--- config.mk ---
export PLATFORM = sky130hd
export DESIGN_NAME = button_long_press_classifier_unit
export DESIGN_NICKNAME = d
export VERILOG_FILES = /design/src/rtl/blpc_pkg.sv /design/src/rtl/button_long_press_classifier_unit.sv
export SDC_FILE = /design/constraint.sdc
export NUM_CORES = 1
export LEC_CHECK = 0
export BUFFER_PORTS_ARGS = -buffer_cell sky130_fd_sc_hd__buf_4
export CORE_AREA = 2 2 172 174
export DETAILED_ROUTE_END_ITERATION = 8
export DIE_AREA = 0 0 174 176
export PLACE_DENSITY = 0.6
export REMOVE_ABC_BUFFERS = 1
export SETUP_SLACK_MARGIN = 0.1
export SYNTH_ARGS = -nofsm -noshare
export SYNTH_HDL_FRONTEND = slang
export SYNTH_SLANG_ARGS = --single-unit
--- constraint.sdc ---
create_clock -name i_clk -period 5.7 [get_ports i_clk]
set_clock_uncertainty 0.15 [all_clocks]
set_input_delay 0.57 -clock i_clk [delete_from_list [all_inputs] [get_ports i_clk]]
set_output_delay 0.57 -clock i_clk [all_outputs]
set_load 0.01 [all_outputs]
--- src/rtl/blpc_pkg.sv ---
package blpc_pkg;

    // Key slots of the multi-function keys
    localparam int NUM_KEYS   = 3;
    localparam int KEY_ORANGE = 0;
    localparam int KEY_SK1    = 1;
    localparam int KEY_SK2    = 2;

    // Result word: keys_down | short << 4 | long << 7 | xlong << 10
    localparam int KEYS_W = 4;
    localparam int WORD_W = KEYS_W + 3 * NUM_KEYS;

    localparam int ELAPSED_W  = 16;
    localparam int CFG_DATA_W = 24;

    localparam int CFG_INDEX_W = 1;
    typedef logic [CFG_INDEX_W-1:0] t_cfg_index;
    typedef logic [CFG_DATA_W-1:0]  t_cfg_data;
    typedef logic [NUM_KEYS-1:0]    t_key_mask;
    typedef logic [KEYS_W-1:0]      t_keys;
    typedef logic [ELAPSED_W-1:0]   t_elapsed;
    typedef logic [WORD_W-1:0]      t_word;

    localparam t_cfg_index CFG_LONG_PRESS_TICKS   = 1'd0;
    localparam t_cfg_index CFG_ORANGE_KEY_PRESENT = 1'd1;

    localparam t_cfg_data LONG_PRESS_RESET = 24'd5000;

endpackage

--- src/rtl/button_long_press_classifier_unit.sv ---
// Channel  | Handshake                  | Payload
// ---------+----------------------------+---------------------------------------------
// poll in  | i_in_valid / o_in_ready    | orange, ptt, sk1, sk2 levels, keypad, ticks
// result   | o_out_valid / i_out_ready  | keys_down, short, long, xlong, changed
// config   | i_cfg_valid / o_cfg_ready  | i_cfg_index, i_cfg_data
//
// An accepted poll is captured in the input register, which feeds the per-key timer
// and classification logic that loads the result register. One poll per cycle is
// sustained unless the result stalls; per-key state updates as the result is loaded.
// A stalled result holds the input register, which then drops o_in_ready.
// Reset (i_rst_n low, synchronous) clears key state and restores config defaults.
module button_long_press_classifier_unit #(
    parameter int TIMER_WIDTH = 24
) (
    input  logic                  i_clk,
    input  logic                  i_rst_n,

    input  logic                  i_in_valid,
    output logic                  o_in_ready,
    input  logic                  i_orange_down,
    input  logic                  i_ptt_down,
    input  logic                  i_sk1_down,
    input  logic                  i_sk2_down,
    input  logic                  i_keypad_held,
    input  blpc_pkg::t_elapsed    i_elapsed_ticks,

    output logic                  o_out_valid,
    input  logic                  i_out_ready,
    output blpc_pkg::t_keys       o_keys_down,
    output blpc_pkg::t_key_mask   o_short_released,
    output blpc_pkg::t_key_mask   o_long_held,
    output blpc_pkg::t_key_mask   o_xlong_held,
    output logic                  o_changed,

    input  logic                  i_cfg_valid,
    output logic                  o_cfg_ready,
    input  blpc_pkg::t_cfg_index  i_cfg_index,
    input  blpc_pkg::t_cfg_data   i_cfg_data
);
    import blpc_pkg::*;

    localparam int DW = (TIMER_WIDTH > ELAPSED_W) ? TIMER_WIDTH : ELAPSED_W;
    localparam int RW = (TIMER_WIDTH > CFG_DATA_W) ? TIMER_WIDTH : CFG_DATA_W;
    localparam logic [RW-1:0] TIMER_MAX = RW'((64'd1 << TIMER_WIDTH) - 64'd1);

    // Configuration
    t_cfg_data r_long_press_ticks;
    logic      r_orange_present;

    // Input register
    logic      r_in_valid;
    logic      r_in_orange;
    logic      r_in_ptt;
    logic      r_in_sk1;
    logic      r_in_sk2;
    logic      r_in_keypad;
    t_elapsed  r_in_elapsed;

    // Key state
    t_key_mask              r_pressed, n_pressed;
    t_key_mask              r_long, n_long;
    t_key_mask              r_xlong, n_xlong;
    logic [TIMER_WIDTH-1:0] r_timer [NUM_KEYS];
    logic [TIMER_WIDTH-1:0] n_timer [NUM_KEYS];
    t_word                  r_prev_word, n_prev_word;
    logic                   r_wait, n_wait;

    // Result register
    logic      r_out_valid;
    t_keys     r_keys;
    t_key_mask r_short;
    t_key_mask r_lng;
    t_key_mask r_xl;
    logic      r_changed;
    t_keys     n_keys;
    t_key_mask n_short;
    t_key_mask n_lng;
    t_key_mask n_xl;
    logic      n_changed;

    logic                   advance;
    logic [TIMER_WIDTH-1:0] reload;
    t_key_mask              down;
    t_key_mask              key_en;
    t_keys                  raw;
    logic                   gate;
    t_word                  word;

    // After decrement and newly-down load
    t_key_mask              p1, l1, x1;
    logic [TIMER_WIDTH-1:0] t1 [NUM_KEYS];
    // After reload from levels
    t_key_mask              rp, rl, rx;
    logic [TIMER_WIDTH-1:0] rt [NUM_KEYS];
    // After classification
    t_key_mask              cp, cl, cx;
    logic [TIMER_WIDTH-1:0] ct [NUM_KEYS];
    t_key_mask              sb, lb, xb;

    assign advance     = r_in_valid && (!r_out_valid || i_out_ready);
    assign o_in_ready  = !r_in_valid || advance;
    assign o_cfg_ready = 1'b1;

    assign o_out_valid       = r_out_valid;
    assign o_keys_down       = r_keys;
    assign o_short_released  = r_short;
    assign o_long_held       = r_lng;
    assign o_xlong_held      = r_xl;
    assign o_changed         = r_changed;

    always_comb begin
        if (RW'(r_long_press_ticks) > TIMER_MAX) begin
            reload = TIMER_WIDTH'(TIMER_MAX);
        end else begin
            reload = TIMER_WIDTH'(RW'(r_long_press_ticks));
        end
    end

    assign down   = {r_in_sk2, r_in_sk1, r_in_orange & r_orange_present};
    assign key_en = {2'b11, r_orange_present};
    assign raw    = {down[KEY_SK2], down[KEY_SK1], r_in_ptt, down[KEY_ORANGE]};
    assign gate   = (raw != '0) || r_wait;

    always_comb begin
        for (int k = 0; k < NUM_KEYS; k++) begin
            // Count down by the elapsed ticks, stop at zero
            if (DW'(r_timer[k]) > DW'(r_in_elapsed)) begin
                t1[k] = TIMER_WIDTH'(DW'(r_timer[k]) - DW'(r_in_elapsed));
            end else begin
                t1[k] = '0;
            end
            p1[k] = r_pressed[k];
            l1[k] = r_long[k];
            x1[k] = r_xlong[k];
            if (down[k] && !r_pressed[k]) begin
                p1[k] = 1'b1;
                t1[k] = reload;
                l1[k] = 1'b0;
                x1[k] = 1'b0;
            end

            // Reload from current levels
            if (key_en[k]) begin
                rp[k] = down[k];
                rt[k] = down[k] ? reload : '0;
                rl[k] = 1'b0;
                rx[k] = 1'b0;
            end else begin
                rp[k] = p1[k];
                rt[k] = t1[k];
                rl[k] = l1[k];
                rx[k] = x1[k];
            end

            // Classify
            cp[k] = p1[k];
            ct[k] = t1[k];
            cl[k] = l1[k];
            cx[k] = x1[k];
            sb[k] = 1'b0;
            lb[k] = 1'b0;
            xb[k] = 1'b0;
            if (key_en[k]) begin
                if (down[k] && p1[k] && l1[k] && !x1[k]) begin
                    if (t1[k] == '0) begin
                        cx[k] = 1'b1;
                        xb[k] = 1'b1;
                    end else begin
                        lb[k] = 1'b1;
                    end
                end else if (down[k] && p1[k] && l1[k] && x1[k]) begin
                    xb[k] = 1'b1;
                end else if (down[k] && p1[k] && !l1[k]) begin
                    if (t1[k] == '0) begin
                        cl[k] = 1'b1;
                        lb[k] = 1'b1;
                        ct[k] = reload;
                    end
                end else if (!down[k] && p1[k] && !l1[k] && t1[k] != '0) begin
                    cp[k] = 1'b0;
                    cl[k] = 1'b0;
                    cx[k] = 1'b0;
                    ct[k] = '0;
                    sb[k] = 1'b1;
                end else if (!down[k] && p1[k] && l1[k]) begin
                    cp[k] = 1'b0;
                    cl[k] = 1'b0;
                    cx[k] = 1'b0;
                end
            end
        end
    end

    assign word = {xb, lb, sb, raw};

    always_comb begin
        n_keys    = raw;
        n_short   = '0;
        n_lng     = '0;
        n_xl      = '0;
        n_changed = 1'b0;
        n_wait    = r_wait;
        n_prev_word = r_prev_word;
        n_pressed = p1;
        n_long    = l1;
        n_xlong   = x1;
        for (int k = 0; k < NUM_KEYS; k++) begin
            n_timer[k] = t1[k];
        end

        if (gate && r_in_keypad) begin
            // Keypad in use: enter wait mode, report raw levels only
            n_wait      = 1'b1;
            n_prev_word = WORD_W'(raw);
            n_pressed   = rp;
            n_long      = rl;
            n_xlong     = rx;
            for (int k = 0; k < NUM_KEYS; k++) begin
                n_timer[k] = rt[k];
            end
        end else if (gate && r_wait) begin
            if (WORD_W'(raw) != r_prev_word) begin
                n_wait      = 1'b0;
                n_prev_word = WORD_W'(raw);
                n_changed   = 1'b1;
                n_pressed   = rp;
                n_long      = rl;
                n_xlong     = rx;
                for (int k = 0; k < NUM_KEYS; k++) begin
                    n_timer[k] = rt[k];
                end
            end
        end else begin
            n_short     = sb;
            n_lng       = lb;
            n_xl        = xb;
            n_changed   = (word != r_prev_word);
            n_prev_word = word;
            n_pressed   = cp;
            n_long      = cl;
            n_xlong     = cx;
            for (int k = 0; k < NUM_KEYS; k++) begin
                n_timer[k] = ct[k];
            end
        end
    end

    always_ff @(posedge i_clk) begin
        if (!i_rst_n) begin
            r_long_press_ticks <= LONG_PRESS_RESET;
            r_orange_present   <= 1'b1;
        end else if (i_cfg_valid && o_cfg_ready) begin
            unique case (i_cfg_index)
                CFG_LONG_PRESS_TICKS:   r_long_press_ticks <= i_cfg_data;
                CFG_ORANGE_KEY_PRESENT: r_orange_present   <= i_cfg_data[0];
                default: ;
            endcase
        end
    end

    always_ff @(posedge i_clk) begin
        if (!i_rst_n) begin
            r_in_valid <= 1'b0;
        end else if (i_in_valid && o_in_ready) begin
            r_in_valid <= 1'b1;
        end else if (advance) begin
            r_in_valid <= 1'b0;
        end
    end

    // Capture the transaction payload
    always_ff @(posedge i_clk) begin
        if (i_in_valid && o_in_ready) begin
            r_in_orange  <= i_orange_down;
            r_in_ptt     <= i_ptt_down;
            r_in_sk1     <= i_sk1_down;
            r_in_sk2     <= i_sk2_down;
            r_in_keypad  <= i_keypad_held;
            r_in_elapsed <= i_elapsed_ticks;
        end
    end

    always_ff @(posedge i_clk) begin
        if (!i_rst_n) begin
            r_pressed   <= '0;
            r_long      <= '0;
            r_xlong     <= '0;
            r_prev_word <= '0;
            r_wait      <= 1'b0;
            for (int k = 0; k < NUM_KEYS; k++) begin
                r_timer[k] <= '0;
            end
        end else if (advance) begin
            r_pressed   <= n_pressed;
            r_long      <= n_long;
            r_xlong     <= n_xlong;
            r_prev_word <= n_prev_word;
            r_wait      <= n_wait;
            for (int k = 0; k < NUM_KEYS; k++) begin
                r_timer[k] <= n_timer[k];
            end
        end
    end

    always_ff @(posedge i_clk) begin
        if (!i_rst_n) begin
            r_out_valid <= 1'b0;
        end else if (advance) begin
            r_out_valid <= 1'b1;
        end else if (i_out_ready) begin
            r_out_valid <= 1'b0;
        end
    end

    always_ff @(posedge i_clk) begin
        if (advance) begin
            r_keys    <= n_keys;
            r_short   <= n_short;
            r_lng     <= n_lng;
            r_xl      <= n_xl;
            r_changed <= n_changed;
        end
    end

`ifndef ASSERT_OFF
    a_long_needs_press: assert property (@(posedge i_clk) disable iff (!i_rst_n)
        ((r_long & ~r_pressed) == '0) && ((r_xlong & ~r_long) == '0))
        else $error("long flag set on a key that is not pressed");

    a_keypad_wait: assert property (@(posedge i_clk) disable iff (!i_rst_n)
        (advance && gate && r_in_keypad) |=> (r_wait && o_out_valid && !o_changed))
        else $error("keypad poll did not enter wait mode quietly");

    a_result_loaded: assert property (@(posedge i_clk) disable iff (!i_rst_n)
        advance |=> o_out_valid)
        else $error("processed poll produced no result");

    a_state_holds: assert property (@(posedge i_clk) disable iff (!i_rst_n)
        !advance |=> ($stable(r_prev_word) && $stable(r_wait) && $stable(r_pressed)))
        else $error("key state changed without a poll");
`endif

endmodule

==> impl_metrics.json <==
{
  "num_vias": 13700,
  "cts-resized-gates": 0,
  "fin_area_sq_mm": 0.0146,
  "min_path_type": "input pin to flip-flop",
  "violations": "design-rule violations",
  "p_leak_nw": 5.38,
  "maxCapViolCount": 0,
  "multi_input_area_sq_mm": 0.00827,
  "die_h_um": 176,
  "gp_congestion": 0.977,
  "reg2regPathDepth": 13,
  "fmax_mhz": 195,
  "cts-root-buf": "clkbuf_16",
  "ff2ff_setup_slack_ps": 580,
  "clk_pin_slew_worst_paths_ps": 80,
  "status": "finished, violations left",
  "endpoint_kind": "flip-flop",
  "grt_overflow": 0,
  "place_area_sq_mm": 0.0140,
  "synth_cells": 1633,
  "yosysSeqAreaShare": 0.321,
  "grt_pass1_wl_mm": 76.2,
  "setup_slack_ps": 577,
  "postRouteWirelength_mm": 49.8,
  "synth_cell_type_count": 95,
  "ant_nets": 0,
  "drtIter0Drc": 1867,
  "worstReg2RegStart": "r_in_elapsed[11]$_DFFE_PP_",
  "synthTopCellsByArea": "edfxtp_1 24%, dfxtp_1 7.6%, nand2_1 6.5%, a21oi_1 5.5%, ha_1 4.6%",
  "clkSinkCount": 157,
  "tightest_slew_ps": 1190,
  "syn_to_final_growth_pct": 10.8,
  "viasPerCell": 6.68,
  "power_w": 0.00359,
  "final_cell_mix": "228 x nand2_1, 145 x a21oi_1, 111 x nor2_1",
  "dpl.hpwl_mm": 37.0,
  "grt_pass1_vias": 12600,
  "grtUsageTotal": 0.322,
  "cts_made_buffers": 17,
  "netlist_area_sq_mm": 0.0131,
  "die-area_sq_mm": 0.0306,
  "cts_tree": "built",
  "grt_start_max_net_pins": 43,
  "avgSynthCellArea_sq_um": 8.04,
  "synth_flop_cell": "edfxtp_1",
  "htreeDepth": 4,
  "drive_gt1_frac": 0.106,
  "seq_area_sq_mm": 0.00421,
  "io_buffer_count": 66,
  "initial_utilization": 0.460,
  "layout_commonest_cell": "nand2_1",
  "dp_slack_ps": 721,
  "ir_drop_mv": 0.216,
  "pin_count": 68,
  "hold_violations": 0,
  "crit_start": "r_in_elapsed[11]$_DFFE_PP_",
  "finalSetupViolCount": 0,
  "antenna_cells": 0,
  "slew_violations": 0,
  "tns_ps": 0,
  "path_class": "flip-flop to flip-flop",
  "yosysWarnings": 0,
  "cts_setup_buffers": 0,
  "wire_per_inst_um": 24.4,
  "dr.pass1.iters": 8,
  "p_per_area_mw_per_mm2": 247,
  "critPathLaunchType": "flip-flop",
  "period_share": 0.899,
  "path_max_fanout": 17,
  "ys_ff_latch": 157,
  "async_flop_share": 0,
  "antenna_found_initial": 0,
  "fillers": 2826,
  "critPathArrivalTime_ps": 5170,
  "cp_data_required_time_ps": 5750,
  "ctsHoldBuffers": 0,
  "whs_path_depth": 1,
  "coreArea_sq_mm": 0.0285,
  "row_count": 62,
  "min_period_ps": 5120,
  "clk-insertion-delay-late_ps": 440,
  "synth_top_cell_by_area": "edfxtp_1",
  "synth_edf_count": 107,
  "die_x_um": 174,
  "nets": 1749,
  "relSlewSlack": 0.206,
  "rsz0062_at_grt": "no",
  "synth.top_cell.area_share": 0.245,
  "reg2reg_to": "r_timer[0][4]$_SDFFCE_PN0P_",
  "endpoint": "r_timer[0][4]$_SDFFCE_PN0P_",
  "route.detailed.drc": 1,
  "clockBufferDepth": 2
}
==> sequential cells by signal, indices dropped and copies added, names as in the netlist <==
register            flops
r_in_elapsed           16
r_orange_present        1
o_out_valid             1
o_changed               1
r_in_valid              1
r_pressed               3
r_timer                72
r_xlong                 3
r_long                  3
r_in_keypad             1
o_long_held             3
o_short_released        3
o_xlong_held            3
r_in_ptt                1
r_long_press_ticks     24
r_prev_word            13
r_in_sk1                1
r_in_sk2                1
r_in_orange             1
o_keys_down             4
r_wait                  1
==> logic make-up after synthesis <==
kind of cell	count (synthesis)	synth area share
and+or+nand+nor	614	0.230
xor gates and xnor gates	49	0.0327
other	1	0.000286
buffers and inverters	172	0.0509
adders and majority gates	51	0.0503
muxes	7	0.00543
AOI/OAI and AO/OA	582	0.309
DFF	157	0.321
==> area by class of cell <==
cell class / instances / area share
Timing Repair Buffer: 104 / 0.0537
Clock buffer: 17 / 0.0292
Tap cell: 384 / 0.0330
Inverter: 63 / 0.0163
Multi-Input combinational cell: 1304 / 0.568
Clock inverter: 15 / 0.0101
Sequential cell: 157 / 0.290
==> where the power goes <==
group / switching, W / total (W) / leakage [nW] / internal [W]
sequential: 0.0000618 / 0.00134 / 1.52 / 0.00128
clock: 0.000575 / 0.00116 / 0.282 / 0.000584
combinational: 0.000714 / 0.00109 / 3.58 / 0.000372
total: 0.00135 / 0.00359 / 5.38 / 0.00224
==> metal layers <==
metal / GRT usage / vias up / wire, um
li1: - / 6219 / -
met3: 0.0607 / 122 / 5290
met4: 0.124 / 0 / 1890
met1: 0.457 / 6468 / 21300
met5: 0 / - / 0
met2: 0.487 / 850 / 21300
==> worst min path at each step <==
stage / startpoint / end / slack (ps)
floorplan: r_prev_word[0]$_SDFFE_PN0P_ / r_prev_word[0]$_SDFFE_PN0P_ / 300
global placement: r_prev_word[0]$_SDFFE_PN0P_ / r_prev_word[0]$_SDFFE_PN0P_ / 300
detailed placement: r_prev_word[0]$_SDFFE_PN0P_ / r_prev_word[0]$_SDFFE_PN0P_ / 320
CTS: i_orange_down / r_in_orange$_DFFE_PP_ / 140
global route: i_orange_down / r_in_orange$_DFFE_PP_ / 130
finish: i_orange_down / r_in_orange$_DFFE_PP_ / 150
==> Yosys cell counts, types with 29 or more instances <==
library cell  instances
a211oi_1             29
a21oi_1             145
clkbuf_1             92
dfxtp_1              50
edfxtp_1            107
ha_1                 48
inv_1                61
nand2_1             229
nand3_1              38
nor2_1              111
nor3_1               48
o21ai_0              95
==> worst max-delay path: stages, from the launching register on <==
cell and delay, ps:
edfxtp_1 390, inv_1 250, ha_1 400, a21oi_1 300, o211ai_1 180, a221oi_1 340, nand2_1 140, o211ai_2 730
a211oi_1 200, or3_1 550, nor2_4 430, o21ai_1 130, a211o_1 310, a211oi_1 380
==> metrics by stage <==
stage,util,hold WS [ps],std cells
after floorplan,-,299,1524
after global placement,0.490,305,2012
after detailed placement,0.490,317,2012
after CTS,0.510,141,2044
after global routing,0.510,134,2044
final,0.510,146,2044
Note: power is estimated with default switching activity, not from simulation.
